File: src/tta_pkg.sv
`timescale 1ns / 1ps
// ----------------------------------------------------------------------------
// tta_pkg
// Shared types, constants and small arithmetic helpers for the temperature
// threshold alarm.
// ----------------------------------------------------------------------------
package tta_pkg;

  localparam int unsigned OpW      = 2;
  localparam int unsigned RawW     = 12;
  localparam int unsigned StepW    = 10;
  localparam int unsigned MagW     = 14;   // |centidegrees| up to 12800
  localparam int unsigned ThrW     = 14;
  localparam int unsigned ModeW    = 2;
  localparam int unsigned DigitW   = 4;

  localparam logic [ThrW-1:0]  ThrMax    = 14'd9900;
  localparam logic [ThrW-1:0]  HighReset = 14'd3000;
  localparam logic [ThrW-1:0]  LowReset  = 14'd1000;
  localparam logic [StepW-1:0] StepReset = 10'd100;

  typedef enum logic [OpW-1:0] {
    OP_SAMPLE = 2'd0,
    OP_MODE   = 2'd1,
    OP_UP     = 2'd2,
    OP_DOWN   = 2'd3
  } op_e;

  typedef enum logic [ModeW-1:0] {
    MODE_NONE = 2'd0,
    MODE_HIGH = 2'd1,
    MODE_LOW  = 2'd2
  } mode_e;

  // State handed from the update stage to the readout stage
  typedef struct packed {
    logic              valid;
    logic              neg;
    logic [MagW-1:0]   mag;
    logic [ThrW-1:0]   high;
    logic [ThrW-1:0]   low;
    logic [ModeW-1:0]  mode;
  } state_t;

  typedef struct packed {
    logic [DigitW-1:0] tens;
    logic [DigitW-1:0] units;
  } bcd2_t;

  // v / 100 by reciprocal: exact for v < 43690
  function automatic logic [7:0] div100(input logic [MagW-1:0] v);
    logic [26:0] prod;
    prod = {13'd0, v} * 27'd5243;
    return prod[26:19];
  endfunction

  // Split 0..99 into two decimal digits; v * 205 >> 11 is exact below 1024
  function automatic bcd2_t split10(input logic [6:0] v);
    logic [17:0] prod;
    logic [3:0]  t;
    logic [6:0]  u;
    bcd2_t       r;
    prod    = {11'd0, v} * 18'd205;
    t       = prod[14:11];
    u       = v - ({3'd0, t} * 7'd10);
    r.tens  = t;
    r.units = u[3:0];
    return r;
  endfunction

endpackage

File: src/tta_in_if.sv
`timescale 1ns / 1ps
// ----------------------------------------------------------------------------
// tta_in_if
// Input channel: valid/ready handshake with op code and raw sensor reading.
// ----------------------------------------------------------------------------
interface tta_in_if;
  logic                          valid;
  logic                          ready;
  logic [tta_pkg::OpW-1:0]       op;
  logic signed [tta_pkg::RawW-1:0] raw_sample;

  modport source (output valid, output op, output raw_sample, input ready);
  modport sink   (input valid, input op, input raw_sample, output ready);
endinterface

File: src/tta_out_if.sv
`timescale 1ns / 1ps
// ----------------------------------------------------------------------------
// tta_out_if
// Result channel: valid/ready handshake with alarm, sign and readout digits.
// ----------------------------------------------------------------------------
interface tta_out_if;
  logic                          valid;
  logic                          ready;
  logic                          alarm;
  logic                          negative;
  logic [tta_pkg::DigitW-1:0]    digit_hundreds;
  logic [tta_pkg::DigitW-1:0]    digit_tens;
  logic [tta_pkg::DigitW-1:0]    digit_units;
  logic [tta_pkg::DigitW-1:0]    digit_tenths;
  logic [tta_pkg::DigitW-1:0]    digit_hundredths;
  logic [tta_pkg::DigitW-1:0]    high_tens;
  logic [tta_pkg::DigitW-1:0]    high_units;
  logic [tta_pkg::DigitW-1:0]    low_tens;
  logic [tta_pkg::DigitW-1:0]    low_units;
  logic [tta_pkg::ModeW-1:0]     adjust_mode;

  modport source (
    output valid, output alarm, output negative,
    output digit_hundreds, output digit_tens, output digit_units,
    output digit_tenths, output digit_hundredths,
    output high_tens, output high_units, output low_tens, output low_units,
    output adjust_mode, input ready
  );
  modport sink (
    input valid, input alarm, input negative,
    input digit_hundreds, input digit_tens, input digit_units,
    input digit_tenths, input digit_hundredths,
    input high_tens, input high_units, input low_tens, input low_units,
    input adjust_mode, output ready
  );
endinterface

File: src/tta_update.sv
`timescale 1ns / 1ps
// ----------------------------------------------------------------------------
// tta_update
// Takes input transfers, converts readings to centidegrees and applies key
// events to the mode and thresholds.
// ----------------------------------------------------------------------------
module tta_update (
  input  logic                        clk_i,
  input  logic                        rst_ni,
  tta_in_if.sink                      in_i,
  input  logic                        threshold_step_we_i,
  input  logic [tta_pkg::StepW-1:0]   threshold_step_i,
  input  logic                        advance_i,
  output tta_pkg::state_t             state_o
);

  logic                        valid_q, valid_d;
  logic                        neg_q, neg_d;
  logic [tta_pkg::MagW-1:0]    mag_q, mag_d;
  logic [tta_pkg::ThrW-1:0]    high_q, high_d;
  logic [tta_pkg::ThrW-1:0]    low_q, low_d;
  logic [tta_pkg::ModeW-1:0]   mode_q, mode_d;
  logic [tta_pkg::StepW-1:0]   step_q;

  logic                        accept;
  logic [tta_pkg::RawW-1:0]    raw_abs;
  logic [15:0]                 scaled;
  logic [tta_pkg::ThrW-1:0]    sel_thr, thr_up, thr_dn;
  logic [tta_pkg::ThrW:0]      thr_sum;

  assign in_i.ready = !valid_q || advance_i;
  assign accept     = in_i.valid && in_i.ready;

  // |raw| * 25 + 2, then drop two bits; -2048 reads as 2048 unsigned
  assign raw_abs = in_i.raw_sample[tta_pkg::RawW-1] ? (~in_i.raw_sample + 1'b1)
                                                    : in_i.raw_sample;
  assign scaled  = ({4'd0, raw_abs} << 4) + ({4'd0, raw_abs} << 3)
                 + {4'd0, raw_abs} + 16'd2;

  assign sel_thr = (mode_q == tta_pkg::MODE_HIGH) ? high_q : low_q;
  assign thr_sum = {1'b0, sel_thr} + {5'd0, step_q};
  assign thr_up  = (thr_sum > {1'b0, tta_pkg::ThrMax}) ? tta_pkg::ThrMax
                                                      : thr_sum[tta_pkg::ThrW-1:0];
  assign thr_dn  = (sel_thr > {4'd0, step_q}) ? (sel_thr - {4'd0, step_q})
                                              : '0;

  always_comb begin
    valid_d = valid_q;
    neg_d   = neg_q;
    mag_d   = mag_q;
    high_d  = high_q;
    low_d   = low_q;
    mode_d  = mode_q;
    if (accept) begin
      valid_d = 1'b1;
    end else if (advance_i) begin
      valid_d = 1'b0;
    end
    if (accept) begin
      case (in_i.op)
        tta_pkg::OP_SAMPLE: begin
          neg_d = in_i.raw_sample[tta_pkg::RawW-1];
          mag_d = scaled[15:2];
        end
        tta_pkg::OP_MODE: begin
          mode_d = (mode_q >= tta_pkg::MODE_LOW) ? tta_pkg::MODE_NONE
                                                 : mode_q + 1'b1;
        end
        tta_pkg::OP_UP, tta_pkg::OP_DOWN: begin
          if (mode_q == tta_pkg::MODE_HIGH) begin
            high_d = (in_i.op == tta_pkg::OP_UP) ? thr_up : thr_dn;
          end else if (mode_q == tta_pkg::MODE_LOW) begin
            low_d = (in_i.op == tta_pkg::OP_UP) ? thr_up : thr_dn;
          end
        end
        default: begin
        end
      endcase
    end
  end

  always_ff @(posedge clk_i or negedge rst_ni) begin
    if (!rst_ni) begin
      valid_q <= 1'b0;
      neg_q   <= 1'b0;
      mag_q   <= '0;
      high_q  <= tta_pkg::HighReset;
      low_q   <= tta_pkg::LowReset;
      mode_q  <= tta_pkg::MODE_NONE;
      step_q  <= tta_pkg::StepReset;
    end else begin
      valid_q <= valid_d;
      neg_q   <= neg_d;
      mag_q   <= mag_d;
      high_q  <= high_d;
      low_q   <= low_d;
      mode_q  <= mode_d;
      if (threshold_step_we_i) begin
        step_q <= threshold_step_i;
      end
    end
  end

  assign state_o.valid = valid_q;
  assign state_o.neg   = neg_q;
  assign state_o.mag   = mag_q;
  assign state_o.high  = high_q;
  assign state_o.low   = low_q;
  assign state_o.mode  = mode_q;

endmodule

File: src/tta_readout.sv
`timescale 1ns / 1ps
// ----------------------------------------------------------------------------
// tta_readout
// Derives alarm and decimal readouts from the updated state and holds them
// in the result register.
// ----------------------------------------------------------------------------
module tta_readout (
  input  logic             clk_i,
  input  logic             rst_ni,
  input  tta_pkg::state_t  state_i,
  output logic             advance_o,
  tta_out_if.source        out_o
);

  logic        valid_q;
  logic [7:0]  mag_q100, high_q100, low_q100;
  logic [13:0] mag_rem;
  logic        hund;
  logic [6:0]  mag_hi;
  tta_pkg::bcd2_t mag_int, mag_frac, high_bcd, low_bcd;
  logic        alarm_d;

  logic        alarm_q, neg_q;
  logic [3:0]  d_hund_q, d_tens_q, d_units_q, d_tenths_q, d_hths_q;
  logic [3:0]  h_tens_q, h_units_q, l_tens_q, l_units_q;
  logic [1:0]  mode_q;

  assign advance_o = !valid_q || out_o.ready;

  assign mag_q100  = tta_pkg::div100(state_i.mag);
  assign mag_rem   = state_i.mag - ({6'd0, mag_q100} * 14'd100);
  assign hund      = (mag_q100 >= 8'd100);
  assign mag_hi    = hund ? (mag_q100[6:0] - 7'd100) : mag_q100[6:0];
  assign mag_int   = tta_pkg::split10(mag_hi);
  assign mag_frac  = tta_pkg::split10(mag_rem[6:0]);
  assign high_q100 = tta_pkg::div100(state_i.high);
  assign low_q100  = tta_pkg::div100(state_i.low);
  assign high_bcd  = tta_pkg::split10(high_q100[6:0]);
  assign low_bcd   = tta_pkg::split10(low_q100[6:0]);

  // negative reading is always at or below a non-negative low threshold
  assign alarm_d = state_i.neg || (state_i.mag >= state_i.high)
                 || (state_i.mag <= state_i.low);

  always_ff @(posedge clk_i or negedge rst_ni) begin
    if (!rst_ni) begin
      valid_q <= 1'b0;
    end else if (advance_o) begin
      valid_q <= state_i.valid;
    end
  end

  always_ff @(posedge clk_i) begin
    if (advance_o && state_i.valid) begin
      alarm_q    <= alarm_d;
      neg_q      <= state_i.neg;
      d_hund_q   <= {3'd0, hund};
      d_tens_q   <= mag_int.tens;
      d_units_q  <= mag_int.units;
      d_tenths_q <= mag_frac.tens;
      d_hths_q   <= mag_frac.units;
      h_tens_q   <= high_bcd.tens;
      h_units_q  <= high_bcd.units;
      l_tens_q   <= low_bcd.tens;
      l_units_q  <= low_bcd.units;
      mode_q     <= state_i.mode;
    end
  end

  assign out_o.valid            = valid_q;
  assign out_o.alarm            = alarm_q;
  assign out_o.negative         = neg_q;
  assign out_o.digit_hundreds   = d_hund_q;
  assign out_o.digit_tens       = d_tens_q;
  assign out_o.digit_units      = d_units_q;
  assign out_o.digit_tenths     = d_tenths_q;
  assign out_o.digit_hundredths = d_hths_q;
  assign out_o.high_tens        = h_tens_q;
  assign out_o.high_units       = h_units_q;
  assign out_o.low_tens         = l_tens_q;
  assign out_o.low_units        = l_units_q;
  assign out_o.adjust_mode      = mode_q;

endmodule

File: src/temperature_threshold_alarm_core.sv
`timescale 1ns / 1ps
// A transfer moves through the update register into the result register.
// Throughput: one item per cycle unless the output stalls; the two registers
// form a two-stage pipeline that advances while the result register is free.
// Reset: pipeline empty, reading 0, high 30.00, low 10.00 degrees,
// step 1.00 degree, no adjust mode.
// ----------------------------------------------------------------------------
// temperature_threshold_alarm_core
// Temperature alarm with key-adjustable high and low thresholds.
// ----------------------------------------------------------------------------
module temperature_threshold_alarm_core (
  input  logic                        clk_i,
  input  logic                        rst_ni,
  tta_in_if.sink                      in_i,
  tta_out_if.source                   out_o,
  input  logic                        threshold_step_we_i,
  input  logic [tta_pkg::StepW-1:0]   threshold_step_i
);

  // Stage 1 holds the block state after each transfer; its valid flag
  // marks a result not yet moved into the result register.
  tta_pkg::state_t state;
  logic            advance;

  // Sample conversion (|raw|*25+2 >> 2) and threshold stepping with
  // saturation at 0 and 99.00 degrees live here, as does the step register.
  tta_update u_update (
    .clk_i               (clk_i),
    .rst_ni              (rst_ni),
    .in_i                (in_i),
    .threshold_step_we_i (threshold_step_we_i),
    .threshold_step_i    (threshold_step_i),
    .advance_i           (advance),
    .state_o             (state)
  );

  // Stage 2: decimal split by reciprocal multiply and small digit splits,
  // alarm compare, result register. A stall here holds stage 1 in turn;
  // a free or draining result register lets a new transfer in every cycle.
  tta_readout u_readout (
    .clk_i     (clk_i),
    .rst_ni    (rst_ni),
    .state_i   (state),
    .advance_o (advance),
    .out_o     (out_o)
  );

endmodule

File: src/flat_wrapper.sv
// flat-port wrapper written by rule: the top's interface ports become plain ports
module temperature_threshold_alarm_core_flat 
  (clk_i, rst_ni, threshold_step_we_i, threshold_step_i, in_i_valid, in_i_op, in_i_raw_sample, in_i_ready, out_o_valid, out_o_alarm, out_o_negative, out_o_digit_hundreds, out_o_digit_tens, out_o_digit_units, out_o_digit_tenths, out_o_digit_hundredths, out_o_high_tens, out_o_high_units, out_o_low_tens, out_o_low_units, out_o_adjust_mode, out_o_ready);
  tta_in_if in_i_i ();
  tta_out_if out_o_i ();
  input  logic clk_i;
  input  logic rst_ni;
  input  logic threshold_step_we_i;
  input  logic [tta_pkg::StepW-1:0] threshold_step_i;
  input wire logic [$bits(in_i_i.valid)-1:0] in_i_valid;
  input wire logic [$bits(in_i_i.op)-1:0] in_i_op;
  input wire logic [$bits(in_i_i.raw_sample)-1:0] in_i_raw_sample;
  output wire logic [$bits(in_i_i.ready)-1:0] in_i_ready;
  output wire logic [$bits(out_o_i.valid)-1:0] out_o_valid;
  output wire logic [$bits(out_o_i.alarm)-1:0] out_o_alarm;
  output wire logic [$bits(out_o_i.negative)-1:0] out_o_negative;
  output wire logic [$bits(out_o_i.digit_hundreds)-1:0] out_o_digit_hundreds;
  output wire logic [$bits(out_o_i.digit_tens)-1:0] out_o_digit_tens;
  output wire logic [$bits(out_o_i.digit_units)-1:0] out_o_digit_units;
  output wire logic [$bits(out_o_i.digit_tenths)-1:0] out_o_digit_tenths;
  output wire logic [$bits(out_o_i.digit_hundredths)-1:0] out_o_digit_hundredths;
  output wire logic [$bits(out_o_i.high_tens)-1:0] out_o_high_tens;
  output wire logic [$bits(out_o_i.high_units)-1:0] out_o_high_units;
  output wire logic [$bits(out_o_i.low_tens)-1:0] out_o_low_tens;
  output wire logic [$bits(out_o_i.low_units)-1:0] out_o_low_units;
  output wire logic [$bits(out_o_i.adjust_mode)-1:0] out_o_adjust_mode;
  input wire logic [$bits(out_o_i.ready)-1:0] out_o_ready;
  assign in_i_i.valid = in_i_valid;
  assign in_i_i.op = in_i_op;
  assign in_i_i.raw_sample = in_i_raw_sample;
  assign in_i_ready = in_i_i.ready;
  assign out_o_valid = out_o_i.valid;
  assign out_o_alarm = out_o_i.alarm;
  assign out_o_negative = out_o_i.negative;
  assign out_o_digit_hundreds = out_o_i.digit_hundreds;
  assign out_o_digit_tens = out_o_i.digit_tens;
  assign out_o_digit_units = out_o_i.digit_units;
  assign out_o_digit_tenths = out_o_i.digit_tenths;
  assign out_o_digit_hundredths = out_o_i.digit_hundredths;
  assign out_o_high_tens = out_o_i.high_tens;
  assign out_o_high_units = out_o_i.high_units;
  assign out_o_low_tens = out_o_i.low_tens;
  assign out_o_low_units = out_o_i.low_units;
  assign out_o_adjust_mode = out_o_i.adjust_mode;
  assign out_o_i.ready = out_o_ready;
  temperature_threshold_alarm_core u_core (.clk_i(clk_i), .rst_ni(rst_ni), .in_i(in_i_i), .out_o(out_o_i), .threshold_step_we_i(threshold_step_we_i), .threshold_step_i(threshold_step_i));
endmodule
File: config.mk
export PLATFORM = sky130hd
export DESIGN_NAME = temperature_threshold_alarm_core_flat
export DESIGN_NICKNAME = d
export VERILOG_FILES = /design/src/tta_pkg.sv /design/src/tta_in_if.sv /design/src/tta_out_if.sv /design/src/tta_update.sv /design/src/tta_readout.sv /design/src/temperature_threshold_alarm_core.sv /design/src/flat_wrapper.sv
export SDC_FILE = /design/constraint.sdc
export NUM_CORES = 1
export LEC_CHECK = 0
export BUFFER_PORTS_ARGS = -buffer_cell sky130_fd_sc_hd__buf_4
export CORE_AREA = 2 2 256 207
export CTS_BUF_LIST = sky130_fd_sc_hd__clkbuf_16
export CTS_CLUSTER_DIAMETER = 120
export DETAILED_ROUTE_END_ITERATION = 7
export DIE_AREA = 0 0 258 209
export PLACE_DENSITY = 0.56
export SYNTH_ARGS = -nofsm -noshare
export SYNTH_HDL_FRONTEND = slang
export SYNTH_SLANG_ARGS = --single-unit
File: constraint.sdc
create_clock -name clk_i -period 14.45 [get_ports clk_i]
set_clock_uncertainty 0.2 [all_clocks]
set_input_delay 0 -clock clk_i [delete_from_list [all_inputs] [get_ports clk_i]]
set_output_delay 0 -clock clk_i [all_outputs]
set_load 0.03 [all_outputs]
==> results of run 1 <==
-- worst reg2reg max path, delay by kind of cell, from the launching register on --
kind,cells,cell delay (ns)
fa+ha+maj,14,5.28
simple gates,13,2.69
compound gates,7,1.62
xor+xnor,3,0.85
buf+inv,6,0.66
flops,1,0.62
mux,1,0.41
-- cell usage in the layout (no fill, tap or decap), drive strengths merged, types with 37 or more instances in the layout --
cell | Yosys | final
a21oi | 81 | 81
inv | 493 | 499
xnor2 | 60 | 60
buf | 7 | 72
ha | 494 | 494
edfxtp | 37 | 37
dlygate4sd3 | 0 | 37
o21ai | 74 | 74
fa | 234 | 234
dfrtp | 41 | 41
nand2 | 89 | 89
nor2 | 51 | 51
-- stage by stage --
stage | instance area (µm²) | setup WS (ns) | util | hold WS [ns]
detailed placement | 21600 | 1.94 | 0.418 | -0.0487
global route | 22300 | 1.02 | 0.431 | 0.0343
global placement | 21600 | 2.23 | 0.418 | -0.0582
finish | 22300 | 1.90 | 0.431 | 0.0172
CTS | 22300 | 1.90 | 0.431 | 0.00964
floorplan | 20300 | 3.37 | - | -0.496
-- metal layers --
metal | vias up | GRT usage | share of wire
li1 | 7204 | - | -
met1 | 7107 | 0.267 | 0.51
met2 | 208 | 0.291 | 0.44
met3 | 27 | 0.0261 | 0.037
met4 | 0 | 0.0371 | 0.013
met5 | - | 0 | 0
-- flip-flops by register name, indices dropped and copies added, names as in the netlist, 10 cells and up --
name                    cells
u_core.u_update.high_q     14
u_core.u_update.low_q      14
u_core.u_update.step_q     10
u_core.u_update.mag_q      14
-- cell type report --
type,count,area share
multi-input cells,1488,0.710
inverters,493,0.0830
well taps,693,0.0389
clock buffers,9,0.0101
flip-flops and latches,94,0.115
clock inverters,7,0.00253
repair buffers,109,0.0409
-- timing repair --
action / CTS / global route
hold buffers: 37 / 0
endpoints found under the hold margin: 80 / 0
resized for setup: 0 / 0
-- cell families after synthesis --
group | share of synthesized area
mux | 0.0102
simple gates | 0.0787
other cells | 0.000184
fa+ha+maj | 0.534
flops | 0.126
buf+inv | 0.0964
compound gates | 0.114
xor+xnor | 0.0403
-- worst paths after layout --
kind | end | slack, ns | cells after the start
max in group asynchronous | u_core.u_update.step_q[0] | 13.48 | 2
hold reg to reg | u_core.u_readout.out_o.valid | 0.30 | 1
hold / removal | u_core.u_update.mode_q[0] | 0.02 | 2
setup reg to reg | u_core.u_readout.out_o.digit_units[3] | 1.90 | 44
setup / recovery | u_core.u_readout.out_o.digit_units[3] | 1.90 | 44
min in group clk_i | u_core.u_update.mag_q[0] | 0.02 | 4
==> impl_metrics.ini, run 1 <==
[floorplan]
dieWidth_um = 258
rows = 75
core_area_um2 = 51700
die_height_um = 209
io_pins = 71
initial_core_util = 0.393
die-area_um2 = 53900

[grt]
grt_pass1_wl_mm = 79.3
grt_pass1_vias = 15300
gr-total-overflow = 0
track_usage = 0.184
grt_max_degree = 58
antenna_found_initial = 0

[yosys]
synthFlopType = dfrtp_1
synth_edf_count = 37
synth.distinct_cells = 86
synth.ff_latch_count = 94
syn-cell-area_um2 = 20300
yosysMostFrequentCell = ha_1
syn_avg_cell_area_um2 = 9.69
ys_top_cells_by_area = ha_1 30%, fa_1 23%, inv_1 9.1%, edfxtp_1 5.5%, dfrtp_1 5.0%
synthArstFlopShare = 0.606
yosys-top-cells-count = 494 x ha_1, 493 x inv_1, 234 x fa_1
synth-seq-area-share = 0.126
synth_area_leader_cell = ha_1
syn_inst = 2098
yosysWarnings = 0
synth.top_cell.area_share = 0.304

[critical_path]
critPathTopFamily = adder cells
crit_required_ns = 14.40
max_stage_delay_ns = 0.62
crit_buf_inv = 6
worstSetupStartpoint = u_core.u_update.mag_q[4]
crit_fanout = 9
end_kind = flop
worstReg2RegStart = u_core.u_update.mag_q[4]
crit_type = reg2reg
crit_arrival_ns = 12.50
worst_path_max_delay_cell = dfrtp_1
critPathLaunchType = flop

[placed_design]
io_buffers = 67
dp_cells = 2840
hpwlAfterDp_mm = 39.9
gp_congestion = 0.930

[timing]
period_share = 0.868
tightest_slew_ns = 1.08
final-setup-viol-count = 0
period_needed_ns = 12.55
tns_ns = 0
rsz0062_at_grt = false
drv_slew = 0
max_clock_freq_mhz = 79.7
timing.slew.headroom = 0.280
hold_viol = 0

[clock_tree]
cts.sinks = 94
cts_setup_buffers = 0
path_clk_slew_ns = 0.08
cts-buffers-inserted = 9
clock_path_buffers = 2
cts_tree = done
clock_latency_ns = 0.41
h-tree-depth = 3
cts_root_buffer = clkbuf_16

[detailed_routing]
drt_iter0_drc = 640
drcViolationCount = 0
firstDrtPassIters = 5
detail-route-antenna-nets = 0
via_per_inst = 5.03
wl_mm = 46.6
wire_per_inst_um = 16.1
vias = 14500

[outcome]
outcome = finished, final reports clean

[cells_and_area]
syn_to_final_growth_pct = 9.65
multi_input_area_um2 = 15800
drive_gt1_frac = 0.0700
regArea_um2 = 2560
nets = 2952
antennaDiodeCount = 0
fin_cells = 2893
fillers = 4984

[hold_path]
hold_class = in2async

[run]
maxCapViolCount = 0
Power of run 1 is not shown: default switching activity piles up to over one toggle a cycle in this logic, so the estimate is an artifact.
==> run 2: changes to the inputs <==
--- a/config.mk
+++ b/config.mk
@@ -11,6 +11,7 @@
 export CTS_CLUSTER_DIAMETER = 120
 export DETAILED_ROUTE_END_ITERATION = 7
 export DIE_AREA = 0 0 258 209
+export GPL_TIMING_DRIVEN = 0
 export PLACE_DENSITY = 0.56
 export SYNTH_ARGS = -nofsm -noshare
 export SYNTH_HDL_FRONTEND = slang
==> run 2 against run 1 <==
Final area is 0.34% lower. First-iteration DRC count is 1.6% lower. Critical path depth stayed put. Non-clock buffer count is 3 higher. Cell count is 0.10% higher. Worst setup slack worse by 0.44 ns. Core utilization is 0.15 points lower. Register-to-register slack worse by 0.44 ns. Wire length is 0.79% lower. Highest routed layer unchanged.
==> impl_metrics.ini, run 2 (same netlist as run 1, synthesis figures left out) <==
[outcome]
outcome = finished, final reports clean

[grt]
grt_pass1_wl_mm = 77.4
antenna_found_initial = 0
gr-total-overflow = 0
grt_pass1_vias = 15000
grt_max_degree = 58
track_usage = 0.180

[clock_tree]
h-tree-depth = 3
cts_setup_buffers = 0
cts_tree = done
cts.sinks = 94
cts_root_buffer = clkbuf_16
cts-buffers-inserted = 9
clock_path_buffers = 2
path_clk_slew_ns = 0.07
ctsHoldBuffers = 19
cts.repair.resized = 0
clock_latency_ns = 0.39

[floorplan]
core_area_um2 = 51700
io_pins = 71
die_height_um = 209
die-area_um2 = 53900
rows = 75
dieWidth_um = 258
initial_core_util = 0.393

[critical_path]
crit_type = reg2reg
crit_fanout = 8
crit_required_ns = 14.39
critPathLaunchType = flop
worst_path_max_delay_cell = dfrtp_1
crit_arrival_ns = 12.92
worstSetupStartpoint = u_core.u_update.mag_q[5]
max_stage_delay_ns = 0.67
worstReg2RegStart = u_core.u_update.mag_q[5]
rrSetupSlack_ns = 1.47
end_kind = flop

[timing]
final-setup-viol-count = 0
hold_viol = 0
timing.slew.headroom = 0.235
max_clock_freq_mhz = 77.0
period_needed_ns = 12.98
period_share = 0.899
tightest_slew_ns = 1.13
tns_ns = 0
rsz0062_at_grt = false
drv_slew = 0

[placed_design]
io_buffers = 66
gp_congestion = 0.887
dp_cells = 2861
hpwlAfterDp_mm = 39.7

[cells_and_area]
final_cell_mix = 494 x ha_1, 493 x inv_1, 234 x fa_1
syn_to_final_growth_pct = 9.28
drive_gt1_frac = 0.0713
antennaDiodeCount = 0
fin_cells = 2896
multi_input_area_um2 = 15800
fillers = 4994
nets = 2955
final_common_cell = ha_1
top_regs = u_core.u_update.high_q (14), u_core.u_update.low_q (14), u_core.u_update.mag_q (14)
regArea_um2 = 2560

[detailed_routing]
drt_iter0_drc = 630
vias = 14500
wl_mm = 46.2
via_per_inst = 4.99
detail-route-antenna-nets = 0
drcViolationCount = 0
firstDrtPassIters = 4
wire_per_inst_um = 16.0

[run]
maxCapViolCount = 0

[hold_path]
hold_class = in2reg
hold_start = threshold_step_we_i
run 2: cell types whose count changed in the layout (fill, tap and decap cells not counted), moves of 2 or more:
cell	delta
clkinv_2	+2
buf_2	+3
dlygate4sd3_1	-18
clkbuf_1	+18
buf_4	-2
run 2: per-layer routing:
layer,share of wire,vias to the layer above,track usage
met2,0.45,165,0.283
li1,-,7208,-
met4,0.011,0,0.0373
met1,0.52,7062,0.268
met3,0.027,22,0.0186
met5,0,-,0
run 2: layout make-up:
class / count / area share
Buffer: 25 / 0.00490
Timing Repair Buffer: 87 / 0.0321
Clock inverter: 6 / 0.00180
Sequential cell: 94 / 0.115
Clock buffer: 10 / 0.0113
Inverter: 493 / 0.0833
Multi-Input combinational cell: 1488 / 0.712
Tap cell: 693 / 0.0390
run 2: critical path: cells and delay by family (launching register included):
kind            cells  cell delay, ns
xor+xnor            3            0.81
mux                 1            0.41
flops               1            0.67
simple gates       13            2.83
fa+ha+maj          14            5.35
compound gates      7            1.67
buf+inv             6            0.77
run 2: final timing paths:
path / end / cells after the start
setup reg to reg: u_core.u_readout.out_o.digit_units[3] / 44
hold reg to reg: u_core.u_readout.out_o.valid / 1
hold / removal: u_core.u_update.step_q[1] / 3
min in group asynchronous: u_core.u_update.mode_q[0] / 2
max in group asynchronous: u_core.u_update.mag_q[3] / 2
setup / recovery: u_core.u_readout.out_o.digit_units[3] / 44
run 2: stage by stage:
step | utilization | hold slack [ns] | setup slack, ns | instance area, µm²
floorplan | - | -0.496 | 3.37 | 20300
global placement | 0.420 | -0.0713 | 1.65 | 21700
detailed placement | 0.420 | -0.0707 | 1.52 | 21700
CTS | 0.430 | 0.0101 | 1.43 | 22200
global route | 0.430 | 0.0528 | 0.631 | 22200
finish | 0.430 | 0.0133 | 1.47 | 22200
Power of run 2 is left out for the same reason.
==> run 3: changes to the inputs <==
--- a/config.mk
+++ b/config.mk
@@ -6,13 +6,14 @@
 export NUM_CORES = 1
 export LEC_CHECK = 0
 export BUFFER_PORTS_ARGS = -buffer_cell sky130_fd_sc_hd__buf_4
+export CELL_PAD_IN_SITES_DETAIL_PLACEMENT = 1
+export CELL_PAD_IN_SITES_GLOBAL_PLACEMENT = 2
 export CORE_AREA = 2 2 256 207
-export CTS_BUF_LIST = sky130_fd_sc_hd__clkbuf_16
 export CTS_CLUSTER_DIAMETER = 120
 export DETAILED_ROUTE_END_ITERATION = 7
 export DIE_AREA = 0 0 258 209
 export GPL_TIMING_DRIVEN = 0
-export PLACE_DENSITY = 0.56
+export PLACE_DENSITY = 0.79
 export SYNTH_ARGS = -nofsm -noshare
 export SYNTH_HDL_FRONTEND = slang
 export SYNTH_SLANG_ARGS = --single-unit
==> run 3 against run 2 <==
First-iteration DRC count fell by 11%. Worst setup slack lost 0.34 ns. Core utilization did not move. Critical path depth stayed put. Sequential share of layout area unchanged. Global-route usage is 2.0 points higher. Fmax decreased by 2.5%. Flip-flop and latch count did not move. Highest routed layer unchanged.
==> impl_metrics.ini, run 3 (same netlist as run 1, synthesis figures left out) <==
[clock_tree]
h-tree-depth = 3
cts_root_buffer = clkbuf_16
cts.sinks = 94
cts_tree = done
cts.repair.resized = 0
path_clk_slew_ns = 0.08
clock_latency_ns = 0.38
clock_path_buffers = 2
cts-buffers-inserted = 9

[detailed_routing]
via_per_inst = 5.11
detail-route-antenna-nets = 0
wire_per_inst_um = 17.8
drt_iter0_drc = 560
m1WireLength_mm = 26.0
top_layer_used = met4
met3WireLength_mm = 1.51
drcViolationCount = 0
wl_mm = 51.6
firstDrtPassIters = 5
vias = 14800
wl_met2_mm = 23.7

[critical_path]
crit_type = reg2reg
max_stage_delay_ns = 0.68
crit_fanout = 8
crit_required_ns = 14.36
critPathLaunchType = flop
end_kind = flop
worst_path_max_delay_cell = dfrtp_1
crit_arrival_ns = 13.24

[timing]
tightest_slew_ns = 1.11
hold_viol = 0
rsz0062_at_grt = false
fin_ws_ns = 1.13
max_clock_freq_mhz = 75.1
final-setup-viol-count = 0
timing.slew.headroom = 0.249
tns_ns = 0
period_share = 0.922
drv_slew = 0
period_needed_ns = 13.32

[grt]
grt_pass1_vias = 16300
antenna_found_initial = 0
track_usage = 0.200
grt_max_degree = 58
gr-total-overflow = 0
grt_pass1_wl_mm = 85.8

[cells_and_area]
fillers = 5953
final_common_cell = ha_1
top_regs = u_core.u_update.high_q (14), u_core.u_update.low_q (14), u_core.u_update.mag_q (14)
drive_gt1_frac = 0.0709
final_cell_mix = 494 x ha_1, 493 x inv_1, 234 x fa_1
antennaDiodeCount = 0
syn_to_final_growth_pct = 9.28
nets = 2952

[floorplan]
die-area_um2 = 53900
core_area_um2 = 51700
rows = 75
io_pins = 71
dieWidth_um = 258
die_height_um = 209
initial_core_util = 0.393

[placed_design]
preCtsSetupSlack_ns = 1.19
hpwlAfterDp_mm = 45.1
io_buffers = 66
gp_congestion = 0.840

[hold_path]
hold_class = in2reg

[run]
maxCapViolCount = 0

[outcome]
outcome = finished, final reports clean
[run 3: final timing paths]
| check | from | depth (start not counted) | slack (ns) | to |
|---|---|---|---|---|
| hold / removal | threshold_step_we_i | 3 | 0.02 | u_core.u_update.step_q[2] |
| min in group asynchronous | rst_ni | 2 | 0.05 | u_core.u_update.low_q[13] |
| setup reg to reg | u_core.u_update.mag_q[5] | 44 | 1.13 | u_core.u_readout.out_o.digit_units[3] |
| max in group asynchronous | rst_ni | 2 | 13.48 | u_core.u_update.step_q[0] |
| setup / recovery | u_core.u_update.mag_q[5] | 44 | 1.13 | u_core.u_readout.out_o.digit_units[3] |
| hold reg to reg | u_core.u_update.valid_q | 1 | 0.29 | u_core.u_readout.out_o.valid |
[run 3: repair_timing]
| action | 4_1_cts | 5_1_grt |
|---|---|---|
| endpoints found under the hold margin | 71 | 0 |
| endpoints found under the setup margin | 0 | 0 |
| hold buffers | 16 | 0 |
| buffers inserted | 0 | 0 |
[run 3: layout make-up]
cell class	instances	area, µm²	area share
Multi-Input combinational cell	1488	15800	0.712
Timing Repair Buffer	84	683	0.0308
Clock buffer	10	229	0.0103
Clock inverter	6	91.3	0.00411
Inverter	493	1850	0.0833
Sequential cell	94	2560	0.115
Tap cell	693	867	0.0390
Buffer	25	109	0.00490
[run 3: per-layer routing]
layer / vias up / GRT usage
li1: 7185 / -
met1: 7418 / 0.291
met2: 163 / 0.328
met3: 23 / 0.0209
met4: 0 / 0.0247
met5: - / 0
[run 3: critical path: cells and delay by family (launching register included)]
kind	cells	cell delay (ns)
AO/OA/AOI/OAI	7	1.78
XOR/XNOR	3	0.86
adder cells (fa/ha/maj)	14	5.35
buffers and inverters	6	0.77
flip-flops	1	0.68
multiplexers	1	0.41
AND/OR/NAND/NOR	13	2.98
[run 3: metrics by stage]
| stage | hold WS (ns) | cells | util | instance area (µm²) |
|---|---|---|---|---|
| 6_report | 0.0240 | 2893 | 0.430 | 22200 |
| 5_1_grt | 0.0418 | 2893 | 0.430 | 22200 |
| 4_1_cts | 0.0190 | 2893 | 0.430 | 22200 |
| 3_5_place_dp | -0.0561 | 2861 | 0.420 | 21700 |
| 2_1_floorplan | -0.496 | 2100 | - | 20300 |
| 3_3_place_gp | -0.0664 | 2859 | 0.420 | 21700 |
Power of run 3 is left out for the same reason.
